`src/rtl/core/lcsp_pkg.sv`:
```
// ----------------------------------------------------------------------------
// lcsp_pkg: shared types and constants of the LED-cube shape pattern block
// Holds the pattern mode codes, register indexes and the animation state
// word that travels from the animation sequencer to the voxel evaluator.
// ----------------------------------------------------------------------------
package lcsp_pkg;

    // Pattern modes
    localparam logic [2:0] MODE_CORNERS  = 3'd0;
    localparam logic [2:0] MODE_EDGES    = 3'd1;
    localparam logic [2:0] MODE_SOLID    = 3'd2;
    localparam logic [2:0] MODE_SHELLS   = 3'd3;
    localparam logic [2:0] MODE_HYPER    = 3'd4;
    localparam logic [3:0] MODE_COUNT    = 4'd5;

    // Largest size step
    localparam logic [1:0] STEP_MAX      = 2'd3;

    // Configuration register indexes
    localparam logic [1:0] REG_HOLD_STILL      = 2'd0;
    localparam logic [1:0] REG_START_MODE      = 2'd1;
    localparam logic [1:0] REG_CYCLES_PER_MODE = 2'd2;

    // Configuration register contents
    typedef struct packed {
        logic       hold_still;
        logic [2:0] start_mode;
        logic [7:0] cycles_per_mode;
    } t_cfg;

    // Animation state that applies to the word under evaluation
    typedef struct packed {
        logic [1:0] step;
        logic [2:0] mode;
    } t_anim;

endpackage

```
`src/rtl/core/lcsp_anim.sv`:
```
// ----------------------------------------------------------------------------
// lcsp_anim: animation sequencer
// Applies a restart to the step, direction, bounce count and mode, hands the
// resulting step and mode to the evaluator, and advances them on a frame end.
// ----------------------------------------------------------------------------
module lcsp_anim (
    input  logic          i_clk,
    input  logic          i_rst_n,
    input  lcsp_pkg::t_cfg  i_cfg,
    input  logic          i_accept,
    input  logic          i_restart,
    input  logic          i_frame_end,
    output lcsp_pkg::t_anim o_anim
);
    import lcsp_pkg::*;

    logic [1:0] r_step;
    logic       r_direction;
    logic [2:0] r_mode;
    logic [7:0] r_bounce_count;

    logic [1:0] n_step;
    logic       n_direction;
    logic [2:0] n_mode;
    logic [7:0] n_bounce_count;

    logic [1:0] e_step;
    logic       e_direction;
    logic [2:0] e_mode;
    logic [7:0] e_bounce_count;
    logic [7:0] bounce_inc;
    logic [3:0] mode_inc;

    // Apply restart ahead of evaluation
    always_comb begin
        if (i_restart) begin
            e_step         = i_cfg.hold_still ? STEP_MAX : 2'd0;
            e_direction    = 1'b0;
            e_bounce_count = 8'd0;
            e_mode         = i_cfg.hold_still ? i_cfg.start_mode : MODE_CORNERS;
        end else begin
            e_step         = r_step;
            e_direction    = r_direction;
            e_bounce_count = r_bounce_count;
            e_mode         = r_mode;
        end
    end

    assign o_anim.step = e_step;
    assign o_anim.mode = e_mode;

    assign bounce_inc = e_bounce_count + 8'd1;
    assign mode_inc   = {1'b0, e_mode} + 4'd1;

    // Advance the ping-pong step and the mode after a frame
    always_comb begin
        n_step         = e_step;
        n_direction    = e_direction;
        n_bounce_count = e_bounce_count;
        n_mode         = e_mode;
        if (i_frame_end && !i_cfg.hold_still) begin
            priority if (e_step == STEP_MAX && !e_direction) begin
                n_direction = 1'b1;
            end else if (e_step == 2'd0 && e_direction) begin
                n_direction = 1'b0;
                if (bounce_inc == i_cfg.cycles_per_mode) begin
                    n_bounce_count = 8'd0;
                    n_mode = (mode_inc >= MODE_COUNT) ? 3'(mode_inc - MODE_COUNT)
                                                      : mode_inc[2:0];
                end else begin
                    n_bounce_count = bounce_inc;
                end
            end else if (!e_direction) begin
                n_step = e_step + 2'd1;
            end else begin
                n_step = e_step - 2'd1;
            end
        end
    end

    // Hold state between accepted words
    always_ff @(posedge i_clk) begin
        if (!i_rst_n) begin
            r_step         <= 2'd0;
            r_direction    <= 1'b0;
            r_mode         <= MODE_CORNERS;
            r_bounce_count <= 8'd0;
        end else if (i_accept) begin
            r_step         <= n_step;
            r_direction    <= n_direction;
            r_mode         <= n_mode;
            r_bounce_count <= n_bounce_count;
        end
    end

    // State moves only on an accepted word
    a_idle_stable: assert property (@(posedge i_clk) disable iff (!i_rst_n)
        !i_accept |=> $stable(r_step) && $stable(r_mode) && $stable(r_direction)
                      && $stable(r_bounce_count))
        else $error("animation state changed without an accepted word");

    // Holding still freezes step and mode unless a restart reloads them
    a_hold_frozen: assert property (@(posedge i_clk) disable iff (!i_rst_n)
        i_accept && i_cfg.hold_still && !i_restart |=> $stable(r_step) && $stable(r_mode))
        else $error("animation advanced while holding still");

    // A plain restart without frame end lands on step zero, mode zero
    a_restart_clear: assert property (@(posedge i_clk) disable iff (!i_rst_n)
        i_accept && i_restart && !i_cfg.hold_still && !i_frame_end
        |=> r_step == 2'd0 && r_mode == MODE_CORNERS && r_bounce_count == 8'd0)
        else $error("restart did not clear the animation");

endmodule

```
`src/rtl/core/lcsp_eval.sv`:
```
// ----------------------------------------------------------------------------
// lcsp_eval: voxel evaluator
// Decides from the voxel coordinates, the mode and the size step whether
// the voxel is lit. Pure compare logic on 3-bit coordinates (x is 2 bits, zero-extended).
// ----------------------------------------------------------------------------
module lcsp_eval (
    input  logic [1:0]      i_x_pos,
    input  logic [2:0]      i_y_pos,
    input  logic [2:0]      i_z_pos,
    input  lcsp_pkg::t_anim i_anim,
    output logic            o_voxel_on
);
    import lcsp_pkg::*;

    // Coordinate inside the span 3-k .. 4+k
    function automatic logic in_span(input logic [2:0] p, input logic [1:0] k);
        logic [2:0] lo;
        logic [2:0] hi;
        lo = 3'd3 - {1'b0, k};
        hi = 3'd4 + {1'b0, k};
        return (p >= lo) && (p <= hi);
    endfunction

    // Inside the span and outside its hollow middle
    function automatic logic corner_axis(input logic [2:0] p, input logic [1:0] k);
        logic [2:0] lo;
        logic [2:0] hi;
        lo = 3'd4 - {1'b0, k};
        hi = 3'd3 + {1'b0, k};
        return in_span(p, k) && ((k == 2'd0) || !((p > lo) && (p < hi)));
    endfunction

    // Coordinate on one of the two faces of size k
    function automatic logic on_diag(input logic [2:0] p, input logic [1:0] k);
        return (p == 3'd3 - {1'b0, k}) || (p == 3'd4 + {1'b0, k});
    endfunction

    function automatic logic edge_pair(input logic [2:0] a, input logic [2:0] b,
                                       input logic [1:0] k);
        return in_span(a, k) && on_diag(b, k);
    endfunction

    // Ring of size k in the a-b plane; the next smaller span is empty at k zero
    function automatic logic shell_pair(input logic [2:0] a, input logic [2:0] b,
                                        input logic [1:0] k);
        logic inner;
        inner = (k != 2'd0) && in_span(a, k - 2'd1) && in_span(b, k - 2'd1);
        return in_span(a, k) && in_span(b, k) && !inner;
    endfunction

    function automatic logic on_outer(input logic [2:0] p);
        return (p == 3'd0) || (p == 3'd7);
    endfunction

    logic [2:0] x;
    logic [1:0] k;
    logic       sh_xy;
    logic       sh_yz;
    logic       sh_zx;
    logic [1:0] outer_cnt;
    logic [3:0] diag_hit;

    assign x = {1'b0, i_x_pos};
    assign k = i_anim.step;

    assign sh_xy = shell_pair(x, i_y_pos, k);
    assign sh_yz = shell_pair(i_y_pos, i_z_pos, k);
    assign sh_zx = shell_pair(i_z_pos, x, k);

    assign outer_cnt = 2'(on_outer(x)) + 2'(on_outer(i_y_pos)) + 2'(on_outer(i_z_pos));

    // Diagonal corners of every nested cube up to the current size
    always_comb begin
        for (int j = 0; j < 4; j++) begin
            diag_hit[j] = (2'(j) <= k) && on_diag(x, 2'(j)) && on_diag(i_y_pos, 2'(j))
                          && on_diag(i_z_pos, 2'(j));
        end
    end

    // Select the pattern
    always_comb begin
        unique case (i_anim.mode)
            MODE_CORNERS: o_voxel_on = corner_axis(x, k) && corner_axis(i_y_pos, k)
                                       && corner_axis(i_z_pos, k);
            MODE_EDGES:   o_voxel_on = (edge_pair(x, i_y_pos, k) && edge_pair(x, i_z_pos, k))
                                    || (edge_pair(i_y_pos, x, k) && edge_pair(i_y_pos, i_z_pos, k))
                                    || (edge_pair(i_z_pos, x, k) && edge_pair(i_z_pos, i_y_pos, k));
            MODE_SOLID:   o_voxel_on = in_span(x, k) && in_span(i_y_pos, k)
                                       && in_span(i_z_pos, k);
            MODE_SHELLS:  o_voxel_on = (sh_xy && sh_yz) || (sh_yz && sh_zx) || (sh_zx && sh_xy);
            MODE_HYPER:   o_voxel_on = ((k == STEP_MAX) && (outer_cnt > 2'd1))
                                       || (|diag_hit);
            default:      o_voxel_on = 1'b0;
        endcase
    end

endmodule

```
`src/rtl/core/led_cube_shape_pattern.sv`:
```
// ----------------------------------------------------------------------------
// led_cube_shape_pattern: LED-cube voxel pattern generator
// The result of an accepted voxel word shows up on the master side in the next cycle.
// Throughput: 1 voxel per cycle; the single result register passes a word on
// while it takes the next one, so tready drops only while a result is stalled.
// Reset (i_rst_n low, synchronous) clears step, direction, mode, bounce count,
// hold_still and start_mode, sets cycles_per_mode to 1 and empties the output.
// ----------------------------------------------------------------------------
module led_cube_shape_pattern (
    input  logic       i_clk,
    input  logic       i_rst_n,
    // Configuration write channel
    input  logic       i_cfg_valid,
    output logic       o_cfg_ready,
    input  logic [1:0] i_cfg_index,
    input  logic [7:0] i_cfg_data,
    // Voxel stream in
    input  logic       i_s_axis_tvalid,
    output logic       o_s_axis_tready,
    input  logic [7:0] i_s_axis_tdata,  // [1:0] x_pos, [4:2] y_pos, [7:5] z_pos
    input  logic       i_s_axis_tuser,  // [0] restart
    input  logic       i_s_axis_tlast,  // frame_end
    // Result stream out
    output logic       o_m_axis_tvalid,
    input  logic       i_m_axis_tready,
    output logic [7:0] o_m_axis_tdata   // [0] voxel_on, [7:1] zero
);
    import lcsp_pkg::*;

    t_cfg  r_cfg;
    t_anim anim;
    logic  accept;
    logic  voxel_on;
    logic  r_out_valid;
    logic  r_voxel_on;

    // Take configuration writes at any time
    assign o_cfg_ready = 1'b1;

    always_ff @(posedge i_clk) begin
        if (!i_rst_n) begin
            r_cfg.hold_still      <= 1'b0;
            r_cfg.start_mode      <= MODE_CORNERS;
            r_cfg.cycles_per_mode <= 8'd1;
        end else if (i_cfg_valid) begin
            unique case (i_cfg_index)
                REG_HOLD_STILL:      r_cfg.hold_still      <= i_cfg_data[0];
                REG_START_MODE:      r_cfg.start_mode      <= i_cfg_data[2:0];
                REG_CYCLES_PER_MODE: r_cfg.cycles_per_mode <= i_cfg_data;
                default:             ;
            endcase
        end
    end

    // Accept while the result register is empty or draining
    assign o_s_axis_tready = !r_out_valid || i_m_axis_tready;
    assign accept          = i_s_axis_tvalid && o_s_axis_tready;

    lcsp_anim u_anim (
        .i_clk       (i_clk),
        .i_rst_n     (i_rst_n),
        .i_cfg       (r_cfg),
        .i_accept    (accept),
        .i_restart   (i_s_axis_tuser),
        .i_frame_end (i_s_axis_tlast),
        .o_anim      (anim)
    );

    lcsp_eval u_eval (
        .i_x_pos    (i_s_axis_tdata[1:0]),
        .i_y_pos    (i_s_axis_tdata[4:2]),
        .i_z_pos    (i_s_axis_tdata[7:5]),
        .i_anim     (anim),
        .o_voxel_on (voxel_on)
    );

    // Result register: load on accept, drop when taken
    always_ff @(posedge i_clk) begin
        if (!i_rst_n) begin
            r_out_valid <= 1'b0;
        end else if (accept) begin
            r_out_valid <= 1'b1;
        end else if (i_m_axis_tready) begin
            r_out_valid <= 1'b0;
        end
    end

    always_ff @(posedge i_clk) begin
        if (accept) begin
            r_voxel_on <= voxel_on;
        end
    end

    assign o_m_axis_tvalid = r_out_valid;
    assign o_m_axis_tdata  = {7'd0, r_voxel_on};

    // Every accepted word shows up as a result in the next cycle
    a_accept_result: assert property (@(posedge i_clk) disable iff (!i_rst_n)
        accept |=> o_m_axis_tvalid)
        else $error("accepted word produced no result");

    // Input stalls only behind a stalled result
    a_ready_stall: assert property (@(posedge i_clk) disable iff (!i_rst_n)
        !o_s_axis_tready |-> o_m_axis_tvalid && !i_m_axis_tready)
        else $error("input stalled without a stalled result");

    // A taken result with nothing new behind it empties the register
    a_drain: assert property (@(posedge i_clk) disable iff (!i_rst_n)
        o_m_axis_tvalid && i_m_axis_tready && !accept |=> !o_m_axis_tvalid)
        else $error("result repeated after it was taken");

endmodule
```
`config.mk`:
```
export PLATFORM = sky130hd
export DESIGN_NAME = led_cube_shape_pattern
export DESIGN_NICKNAME = d
export VERILOG_FILES = /design/src/rtl/core/lcsp_pkg.sv /design/src/rtl/core/lcsp_anim.sv /design/src/rtl/core/lcsp_eval.sv /design/src/rtl/core/led_cube_shape_pattern.sv
export SDC_FILE = /design/constraint.sdc
export NUM_CORES = 1
export LEC_CHECK = 0
export ABC_AREA = 1
export CAP_MARGIN = 20
export CORE_ASPECT_RATIO = 1.25
export CORE_MARGIN = 5
export CORE_UTILIZATION = 42
export CTS_BUF_LIST = sky130_fd_sc_hd__clkbuf_4
export CTS_CLUSTER_DIAMETER = 50
export DETAILED_ROUTE_END_ITERATION = 12
export DONT_BUFFER_PORTS = 1
export PLACE_DENSITY = 0.67
export SLEW_MARGIN = 10
export SYNTH_ARGS = -nofsm -noshare
export SYNTH_HDL_FRONTEND = slang
export SYNTH_SLANG_ARGS = --single-unit
```
`constraint.sdc`:
```
create_clock -name i_clk -period 2.7 [get_ports i_clk]
set_input_delay 0.27 -clock i_clk [delete_from_list [all_inputs] [get_ports i_clk]]
set_output_delay 0.27 -clock i_clk [all_outputs]
set_load 0.03 [all_outputs]
```
---- Word-level counts from Yosys, hierarchy flattened ----
Cells that the tools add are included.
W data, S select, Z words.
word-level totals
  logic and storage cells ................. 199
  bits in writable memories ............... 0
  memories kept ........................... 0
  bits in latches ......................... 0
  bits in registers ....................... 28
  ROM bits ................................ 0
cells by class
  multipliers ............................. 0
  shift operators ......................... 0
  magnitude comparators ................... 24
  mux-type cells .......................... 25
  divide/modulo/power cells ............... 0
  eq/ne operators ......................... 31
  reduce and logical (&&, ||, !) cells .... 97
  bitwise operators ....................... 0
  $add $sub $neg .......................... 13
operators by type and width
  operator               number
  $logic_and A1 B1 Y1    56
  $mux W8                5
  $eq A3 B3 Y1 const B   9
  $mux W3                7
  $logic_or A1 B1 Y1     20
  $eq A3 B2 Y1 const B   6
  $eq A3 B3 Y1           4
  $ge A3 B3 Y1           4
  $le A3 B3 Y1           4
  $logic_not A3 Y1       4
  $mux W2                6
  $eq A3 B1 Y1 const B   3
  $logic_not A1 Y1       9
  $add A8 B1 Y8 const B  1
  $eq A2 B2 Y1 const B   4
  $eq A8 B8 Y1           1
  $add A3 B2 Y3 const A  2
  $eq A2 B3 Y1           2
  $ge A2 B3 Y1           2
  $gt A3 B3 Y1           2
  $le A2 B3 Y1           2
  $lt A3 B3 Y1           2
  $mux W1                6
  $reduce_and A2 Y1      3
  20 further kinds       26

---- Logic depth before layout (Yosys ltp) ----
Gate-level depths: netlist of the first run.
  word-level depth ........................ 14
  gate-level depth with buffers ........... 20
  depth with buffers taken out ............ 18

---- Cells and area by module ----
A second synthesis of the first run with hierarchy kept.
unflattened totals
  cells, all modules ...................... 525
  area total of the unflattened synthesis .. 3129.3 um^2
by module, submodules not included
  module                  cells an instance  instances  area each (um^2)
  lcsp_anim               234                1          1365.1
  lcsp_eval               196                1          1093.5
  led_cube_shape_pattern  95                 1          670.6

---- Worst setup path before layout of the first run ----
Ideal clock, no wire load.
  path kind ............................... in2reg
  start point ............................. input port i_s_axis_tuser
  end point ............................... register r_voxel_on (data pin)
  cell stages on the path ................. 13
  arrival ................................. 2.427 ns
  library setup time ...................... 0.253 ns
  data required time ...................... 2.447 ns
  path slack .............................. 0.021 ns
  cells stage by stage .................... buf_6 -> inv_8 -> buf_12 -> a21oi_1 -> ha_1 -> inv_1 -> ha_1 -> o211ai_1 -> nand3b_1 -> nor3_1 -> o21ai_0 -> nor2_1 -> nor2_1
between the ends
  word-level cells in the longest chain between the ends .. 13
  elaborated cells between the ends (all ways) .. 116
  those cells by class .................... add/sub: 7; order compare: 22; eq/ne: 11; mux: 3; reduce/logical: 73
ends and longest elaborated chain
  element                                         line                              source
  start, declared                                 led_cube_shape_pattern.sv:21      input logic i_s_axis_tuser,
  $mux W2                                         lcsp_anim.sv:36                   if (i_restart) begin
  $sub A2 B1 Y2                                   lcsp_eval.sv:47                   inner = (k != 2'd0) && in_span(a, k - 2'd1) && in_span(b, k - 2'd1);
  $add A3 B2 Y3 or $sub A2 B2 Y3 (tied branches)  lcsp_eval.sv:20, lcsp_eval.sv:19
  $le A2 B3 Y1 (tied with other cells)            lcsp_eval.sv:21                   return (p >= lo) && (p <= hi);
  $logic_and A1 B1 Y1                             lcsp_eval.sv:21
  $logic_and A1 B1 Y1 (2 in series)               lcsp_eval.sv:47
  $logic_not A1 Y1                                lcsp_eval.sv:48                   return in_span(a, k) && in_span(b, k) && !inner;
  $logic_and A1 B1 Y1                             lcsp_eval.sv:48
  $logic_and A1 B1 Y1                             lcsp_eval.sv:90                   MODE_SHELLS: o_voxel_on = (sh_xy && sh_yz) || (sh_yz && sh_zx) || (sh_zx && sh_xy);
  $logic_or A1 B1 Y1 (2 in series)                lcsp_eval.sv:90
  $pmux W1 S5 *                                   lcsp_eval.sv:82                   unique case (i_anim.mode)
  named net u_eval.o_voxel_on                     lcsp_eval.sv:11                   output logic o_voxel_on
  end signal, assigned                            led_cube_shape_pattern.sv:90      r_voxel_on <= voxel_on;
  end, declared                                   led_cube_shape_pattern.sv:35      logic r_voxel_on;
The timed path passes the listed nets; every way through them passes the cells marked *.
A chain may end at the register's enable or synchronous reset.

---- Worst setup path in the final report of the first run ----
  start point ............................. register r_cfg[11] (netlist bit)
  end point ............................... register r_voxel_on (data pin)
between the ends
  word-level cells in the longest chain between the ends .. 14
  elaborated cells between the ends (all ways) .. 118
  those cells by class .................... add/sub: 7; order compare: 22; eq/ne: 11; mux: 5; reduce/logical: 73
ends and longest elaborated chain
  element                                         line                              source
  start, declared                                 led_cube_shape_pattern.sv:30      t_cfg r_cfg;
  $mux W2                                         lcsp_anim.sv:37                   e_step = i_cfg.hold_still ? STEP_MAX : 2'd0;
  $mux W2                                         lcsp_anim.sv:36
  $sub A2 B1 Y2                                   lcsp_eval.sv:47
  $add A3 B2 Y3 or $sub A2 B2 Y3 (tied branches)  lcsp_eval.sv:20, lcsp_eval.sv:19
  $le A2 B3 Y1 (tied with other cells)            lcsp_eval.sv:21
  $logic_and A1 B1 Y1                             lcsp_eval.sv:21
  $logic_and A1 B1 Y1 (2 in series)               lcsp_eval.sv:47
  $logic_not A1 Y1                                lcsp_eval.sv:48
  $logic_and A1 B1 Y1                             lcsp_eval.sv:48
  $logic_and A1 B1 Y1                             lcsp_eval.sv:90
  $logic_or A1 B1 Y1 (2 in series)                lcsp_eval.sv:90
  $pmux W1 S5 *                                   lcsp_eval.sv:82
  named net u_eval.o_voxel_on                     lcsp_eval.sv:11
Marks and branches as above.

==> results of run 1 <==
-- worst reg2reg max path: cells and delay by family, from the launching register on --
kind / cells / cell delay [ps]
fa+ha+maj: 1 / 330
flops: 1 / 370
simple gates: 8 / 860
buf+inv: 3 / 330
compound gates: 3 / 470
-- flip-flops by register name (all words and copies together) (netlist names) --
| signal | cells |
|---|---|
| r_cfg | 12 |
| u_anim.r_bounce_count | 8 |
| u_anim.r_mode | 3 |
| u_anim.r_step | 2 |
| o_m_axis_tvalid | 1 |
| r_voxel_on | 1 |
| u_anim.r_direction | 1 |
-- report_power, final --
part           internal (mW)  total, mW  switching (mW)  leakage [nW]
sequential             0.441      0.466          0.0251         0.232
combinational          0.163      0.436           0.273          1.23
clock                  0.150      0.290           0.139        0.0279
total                  0.754       1.19           0.438          1.49
-- cell families after synthesis --
logic type,Yosys count,share of synthesized area
simple gates,206,0.332
compound gates,100,0.181
buf+inv,96,0.141
fa+ha+maj,36,0.148
flops,28,0.187
xor+xnor,3,0.00863
other cells,2,0.00247
-- area by class of cell --
class,instances,area [sq um],area share
clock buffer,3,22.5,0.00707
clock inverter,1,30.0,0.00943
inverter,79,304,0.0955
multi-input combinational,353,2110,0.663
sequential,28,571,0.179
tap,90,113,0.0354
timing repair buffer,4,33.8,0.0106
-- layer usage --
| layer | share of wire | up-vias | wire [um] |
|---|---|---|---|
| li1 | - | 1523 | - |
| met1 | 0.43 | 1332 | 3180 |
| met2 | 0.52 | 55 | 3810 |
| met3 | 0.027 | 16 | 202 |
| met4 | 0.027 | 0 | 201 |
| met5 | 0 | - | 0 |
-- cell usage in the layout, fill, tap and decap left out, types with 2 or more instances in the layout --
cell and n:
a21oi_1 37, a31oi_1 3, buf_4 3, clkbuf_4 3, conb_1 8, dfxtp_1 27
ha_1 33, ha_4 2, inv_1 73, inv_2 4, nand2_1 85, nand2_2 9
nand3_1 36, nand3_2 4, nand3_4 3, nand3b_1 3, nand4_1 7, nor2_1 37
nor2_2 5, nor2_4 4, nor3_1 9, nor4_1 2, o211ai_1 6, o21ai_0 38
o21ai_1 3, o21bai_1 2, o22ai_1 4, xor2_1 3
-- per-stage QoR --
stage	cells	instance area (sq um)	setup WS (ps)
after global placement	554	3090	228
after CTS	558	3140	91.1
after global routing	558	3180	7.10
after floorplan	477	3070	20.7
final	558	3180	211
after detailed placement	554	3090	130
-- what timing repair did --
item	CTS	global route
setup endpoints to repair	0	3
gates resized for setup	0	8
setup buffers	0	0
-- worst max path at each step --
stage,start,to,slack (ps),cells past startpoint
after global routing,r_cfg[11]$_SDFFE_PN0P_,r_voxel_on$_DFFE_PP_,7,15
after global placement,r_cfg[11]$_SDFFE_PN0P_,r_voxel_on$_DFFE_PP_,230,12
final,r_cfg[11]$_SDFFE_PN0P_,r_voxel_on$_DFFE_PP_,210,15
after detailed placement,r_cfg[11]$_SDFFE_PN0P_,r_voxel_on$_DFFE_PP_,130,12
after floorplan,i_s_axis_tuser,r_voxel_on$_DFFE_PP_,20,13
after CTS,r_cfg[11]$_SDFFE_PN0P_,r_voxel_on$_DFFE_PP_,90,15
==> flow_summary.ini, run 1 <==
[outcome]
outcome = finished, final reports clean

[clock_tree]
root_buffer = clkbuf_4
hold_buffers = 0
clk_latency_ps = 350
htreeDepth = 1
clk_pin_slew_worst_paths_ps = 160
numCtsBuffers = 3
cts_tree = yes
cts_sinks = 28
cts_max_path_buffers = 2

[detailed_routing]
ant_nets = 0
avgRoutedWirePerCell_um = 13.3
drc_errors = 0
first_pass_iters = 4
viasPerCell = 5.24
drt_iter0_markers = 165
num_vias = 2926
drt_wl_total_mm = 7.40

[floorplanning]
placement_rows = 34
dieWidth_um = 86.2
start_util = 0.434
io_pins = 36
die_h_um = 105
core_area_sq_mm = 0.00702
dieArea_sq_mm = 0.00906

[global_routing]
globalRouteMet1Util = 0.203
grt_use_total = 0.166
grt.overflow.total = 0
met2_usage = 0.296
busiest_layer = met2
grt_pass1_wl_mm = 12.5
grt_pass1_vias = 2773
grt_max_degree = 21
met3_usage = 0.0150
antenna_found_initial = 0

[worst_setup_path]
crit_family = simple AND/OR/NAND/NOR gates
r2r_start = r_cfg[11]$_SDFFE_PN0P_
path_class = register to register
rrSetupSlack_ps = 210
path_common_cell = nor2_1
max_stage_delay_ps = 370
worstReg2RegEnd = r_voxel_on$_DFFE_PP_
cp-end-kind = register
setup.worst_path.start_class = register
crit_slowest_cell = dfxtp_1
worstPathRequired_ps = 2920
crit_fanout = 7
worst-path-buf-inv = 3
worstPathArrival_ps = 2710
cp_cell_sequence = nand2_2 -> inv_1 -> a21oi_4 -> buf_6 -> inv_1 -> ha_1 -> nor2_1 -> nor2_1 -> or2_2 -> o22ai_1 -> nand2_1 -> a21o_1 -> nand3_1 -> nor2_1 -> nor2_1
ff2ff_path_depth = 15

[synth]
synth_cells = 471
ys_async_sr_fraction = 0
yosys_warnings = 0
synth.top_cells.by_count = nand2_1 (86), inv_1 (74), a21oi_1 (38), o21ai_0 (38), nor2_1 (37)
synth.most_common_cell = nand2_1
synthFlopType = dfxtp_1
netlist_area_sq_mm = 0.00305
yosysSeqAreaShare = 0.187
avgSynthCellArea_sq_um = 6.47
yosys.area.top_type = dfxtp_1
synth.top_cell.area_share = 0.177
synth_edf_count = 1
synth.area.top_cells = dfxtp_1 (18%), ha_1 (15%), nand2_1 (11%)
ys_ff_latch = 28
ys_types = 42

[sta]
skew_ps = 10.1
period_needed_ps = 2490
timing.hold.ws_ps = 11.3
slew_headroom = 0.662
fmax_ghz = 0.402
timing.setup.tns_ps = 0
worst_pin_slew_ps = 503
hold_viol_final = 0
rsz0062_at_grt = no
period_share = 0.922
slew_viol_final = 0
finalSetupViolCount = 0

[job]
cap_viol_max_count = 0

[final_layout]
nets = 530
fillers = 755
drive_gt1_frac = 0.0962
syn2layout_area_growth_pct = 4.56
fin_util = 0.454
antenna_cells = 0

[power_and_ir_drop]
vdd_drop_max_v = 0.000190
p_leak_nw = 1.49
p_per_area_mw_per_mm2 = 374
p_total_mw = 1.19

[hold_path]
whs_path_depth = 1
hold_path_end = r_cfg[0]$_SDFFE_PN1P_
holdCritStartpoint = i_rst_n
worstHoldPathType = input port to register

[place]
dpl.hpwl_mm = 5.97
gp_congestion = 0.918
io_buffers = 0
(Power assumes the default switching activity.)
==> inputs of run 2 (changes only) <==
PLACE_DENSITY = default   (was 0.67)
SYNTH_HIERARCHICAL = 1   (was default)
==> run 2 against run 1 <==
  * Flip-flop and latch count unchanged
  * Worst hold slack better by 14 ps
  * Cell area grew 2.4%
  * Utilization fell by 0.78 points
  * Synthesized area grew 2.8%
  * Highest routed layer unchanged
  * Critical endpoint unchanged
  * Maximum frequency grew 1.5%
  * Clock power barely moved
  * Via count grew 6.7%
  * Setup slack improved by 37 ps
  * Die area rose by 2.5%
  * Synthesized cell count up 11%
  * Combinational power decreased by 3%
==> flow_summary.ini, run 2 <==
[sta]
slew_viol_final = 0
rsz0062_at_grt = no
skew_ps = 5.22
finalSetupViolCount = 0
period_needed_ps = 2450
period_share = 0.908
fmax_ghz = 0.408
timing.setup.tns_ps = 0
hold_viol_final = 0
slew_headroom = 0.523
worst_pin_slew_ps = 708
timing.hold.ws_ps = 25.7

[detailed_routing]
drc_errors = 0
drt_wl_total_mm = 8.10
first_pass_iters = 4
drt_iter0_markers = 97
num_vias = 3122
avgRoutedWirePerCell_um = 13.1
ant_nets = 0
viasPerCell = 5.04

[global_routing]
antenna_found_initial = 0
grt_pass1_vias = 3009
grt_max_degree = 23
grt_pass1_wl_mm = 13.6
grt.overflow.total = 0
grt_use_total = 0.179

[synth]
synth.area.top_cells = dfxtp_1 (17%), nand2_1 (17%), ha_1 (12%)
yosysSeqAreaShare = 0.182
yosys_warnings = 6
netlist_area_sq_mm = 0.00313
ys_ff_latch = 28
synth_edf_count = 1
synth_cells = 525
yosys.area.top_type = dfxtp_1
avgSynthCellArea_sq_um = 5.96
ys_async_sr_fraction = 0
synth.top_cells.by_count = nand2_1 (142), inv_1 (78), nor2_1 (75)
synth.top_cell.area_share = 0.173
ys_types = 40
synth.most_common_cell = nand2_1
synthFlopType = dfxtp_1

[clock_tree]
cts_max_path_buffers = 2
cts_sinks = 28
cts_tree = yes
clk_latency_ps = 340
clk_pin_slew_worst_paths_ps = 170
htreeDepth = 1
numCtsBuffers = 3
root_buffer = clkbuf_4

[worst_setup_path]
path_class = register to register
crit_fanout = 4
worstPathRequired_ps = 2820
worstPathArrival_ps = 2570
setup.worst_path.start_class = register
startpoint = r_cfg[11]$_SDFFE_PN0P_
cp-end-kind = register
r2r_start = r_cfg[11]$_SDFFE_PN0P_

[outcome]
outcome = finished, final reports clean

[floorplanning]
io_pins = 36
core_area_sq_mm = 0.00731
die_h_um = 107
dieArea_sq_mm = 0.00929
placement_rows = 35
dieWidth_um = 87.2
start_util = 0.428

[final_layout]
drive_gt1_frac = 0.0816
nets = 586
reg.largest.list = r_cfg: 12 flops, u_anim/r_bounce_count: 8 flops, u_anim/r_mode: 3 flops
largest_reg_flops = 12
final_cell_mix = nand2_1 (142), inv_1 (75), nor2_1 (75), nand3_1 (48), ha_1 (31)
antenna_cells = 0
syn2layout_area_growth_pct = 4.20
top_register = r_cfg
final_common_cell = nand2_1

[hold_path]
worstHoldPathType = input port to register
holdCritStartpoint = i_rst_n

[place]
io_buffers = 0
dpl.hpwl_mm = 6.45
gp_congestion = 0.862

[power_and_ir_drop]
p_per_area_mw_per_mm2 = 358
vdd_drop_max_v = 0.000292
p_leak_nw = 1.66

[job]
cap_viol_max_count = 0
==> run 2: cell type report <==
type	instances	area [sq um]
Tap cell	92	115
Fill cell	821	4050
Clock buffer	3	22.5
Sequential cell	28	572
Clock inverter	1	30.0
Inverter	85	324
Multi-Input combinational cell	401	2120
Timing Repair Buffer	9	72.6
==> run 2: metrics by stage <==
stage | setup slack [ps] | total power, mW | std cells | util | instance area (sq um)
finish | 248 | 1.17 | 619 | 0.446 | 3260
global route | 21.4 | 1.26 | 619 | 0.446 | 3260
CTS | 45.2 | 1.16 | 615 | 0.441 | 3230
detailed placement | 69.6 | 0.870 | 610 | 0.433 | 3160
global placement | 178 | 0.864 | 610 | 0.433 | 3160
floorplan | 191 | 0.804 | 531 | - | 3150
==> run 2: timing repair <==
item,in CTS,in global routing
setup buffers,0,3
resized for setup,0,4
endpoints found under the hold margin,1,4
hold buffers,1,1
endpoints found under the setup margin,0,1
==> run 2: cell families (layout without fill, tap and decap cells) <==
| logic type | count (synthesis) | count (layout) | synth area share |
|---|---|---|---|
| AOI/OAI and AO/OA | 60 | 60 | 0.117 |
| xor gates and xnor gates | 1 | 1 | 0.00280 |
| adders and majority gates | 33 | 33 | 0.137 |
| buffers and inverters | 102 | 98 | 0.146 |
| DFF | 28 | 28 | 0.182 |
| other | 2 | 8 | 0.00240 |
| and+or+nand+nor | 299 | 299 | 0.413 |
==> run 2: worst max-delay path: stages, from the launching register on <==
cell      delay (ps)
dfxtp_2          380
nand2_1           70
inv_2            110
a21oi_2           60
inv_1             70
inv_1             90
ha_1             340
inv_2             70
buf_4            130
ha_1             300
o21bai_1         100
o211ai_1         100
nand2_1           70
nor2_1           130
nor2_1            60
a21oi_2           90
nand3_1           70
==> run 2: path summary, 6_finish.rpt <==
kind	end	slack, ps	cells past startpoint
max	r_voxel_on$_DFFE_PP_	250	16
min	r_cfg[1]$_SDFFE_PN0P_	30	2
max reg2reg	r_voxel_on$_DFFE_PP_	250	16
min reg2reg	u_anim/r_mode[1]$_SDFFE_PN0P_	480	2
==> run 2: power by group <==
| part | total, mW | internal [mW] | leakage (nW) | switching (mW) |
|---|---|---|---|---|
| logic | 0.421 | 0.154 | 1.40 | 0.267 |
| clock network | 0.287 | 0.150 | 0.0279 | 0.137 |
| registers | 0.459 | 0.437 | 0.231 | 0.0223 |
==> run 2: layer usage <==
layer,share of wire,global-route usage,vias to the layer above
met1,0.41,0.197,1399
met5,0,0,-
li1,-,-,1653
met3,0.036,0.0264,10
met2,0.54,0.344,60
met4,0.016,0.0537,0
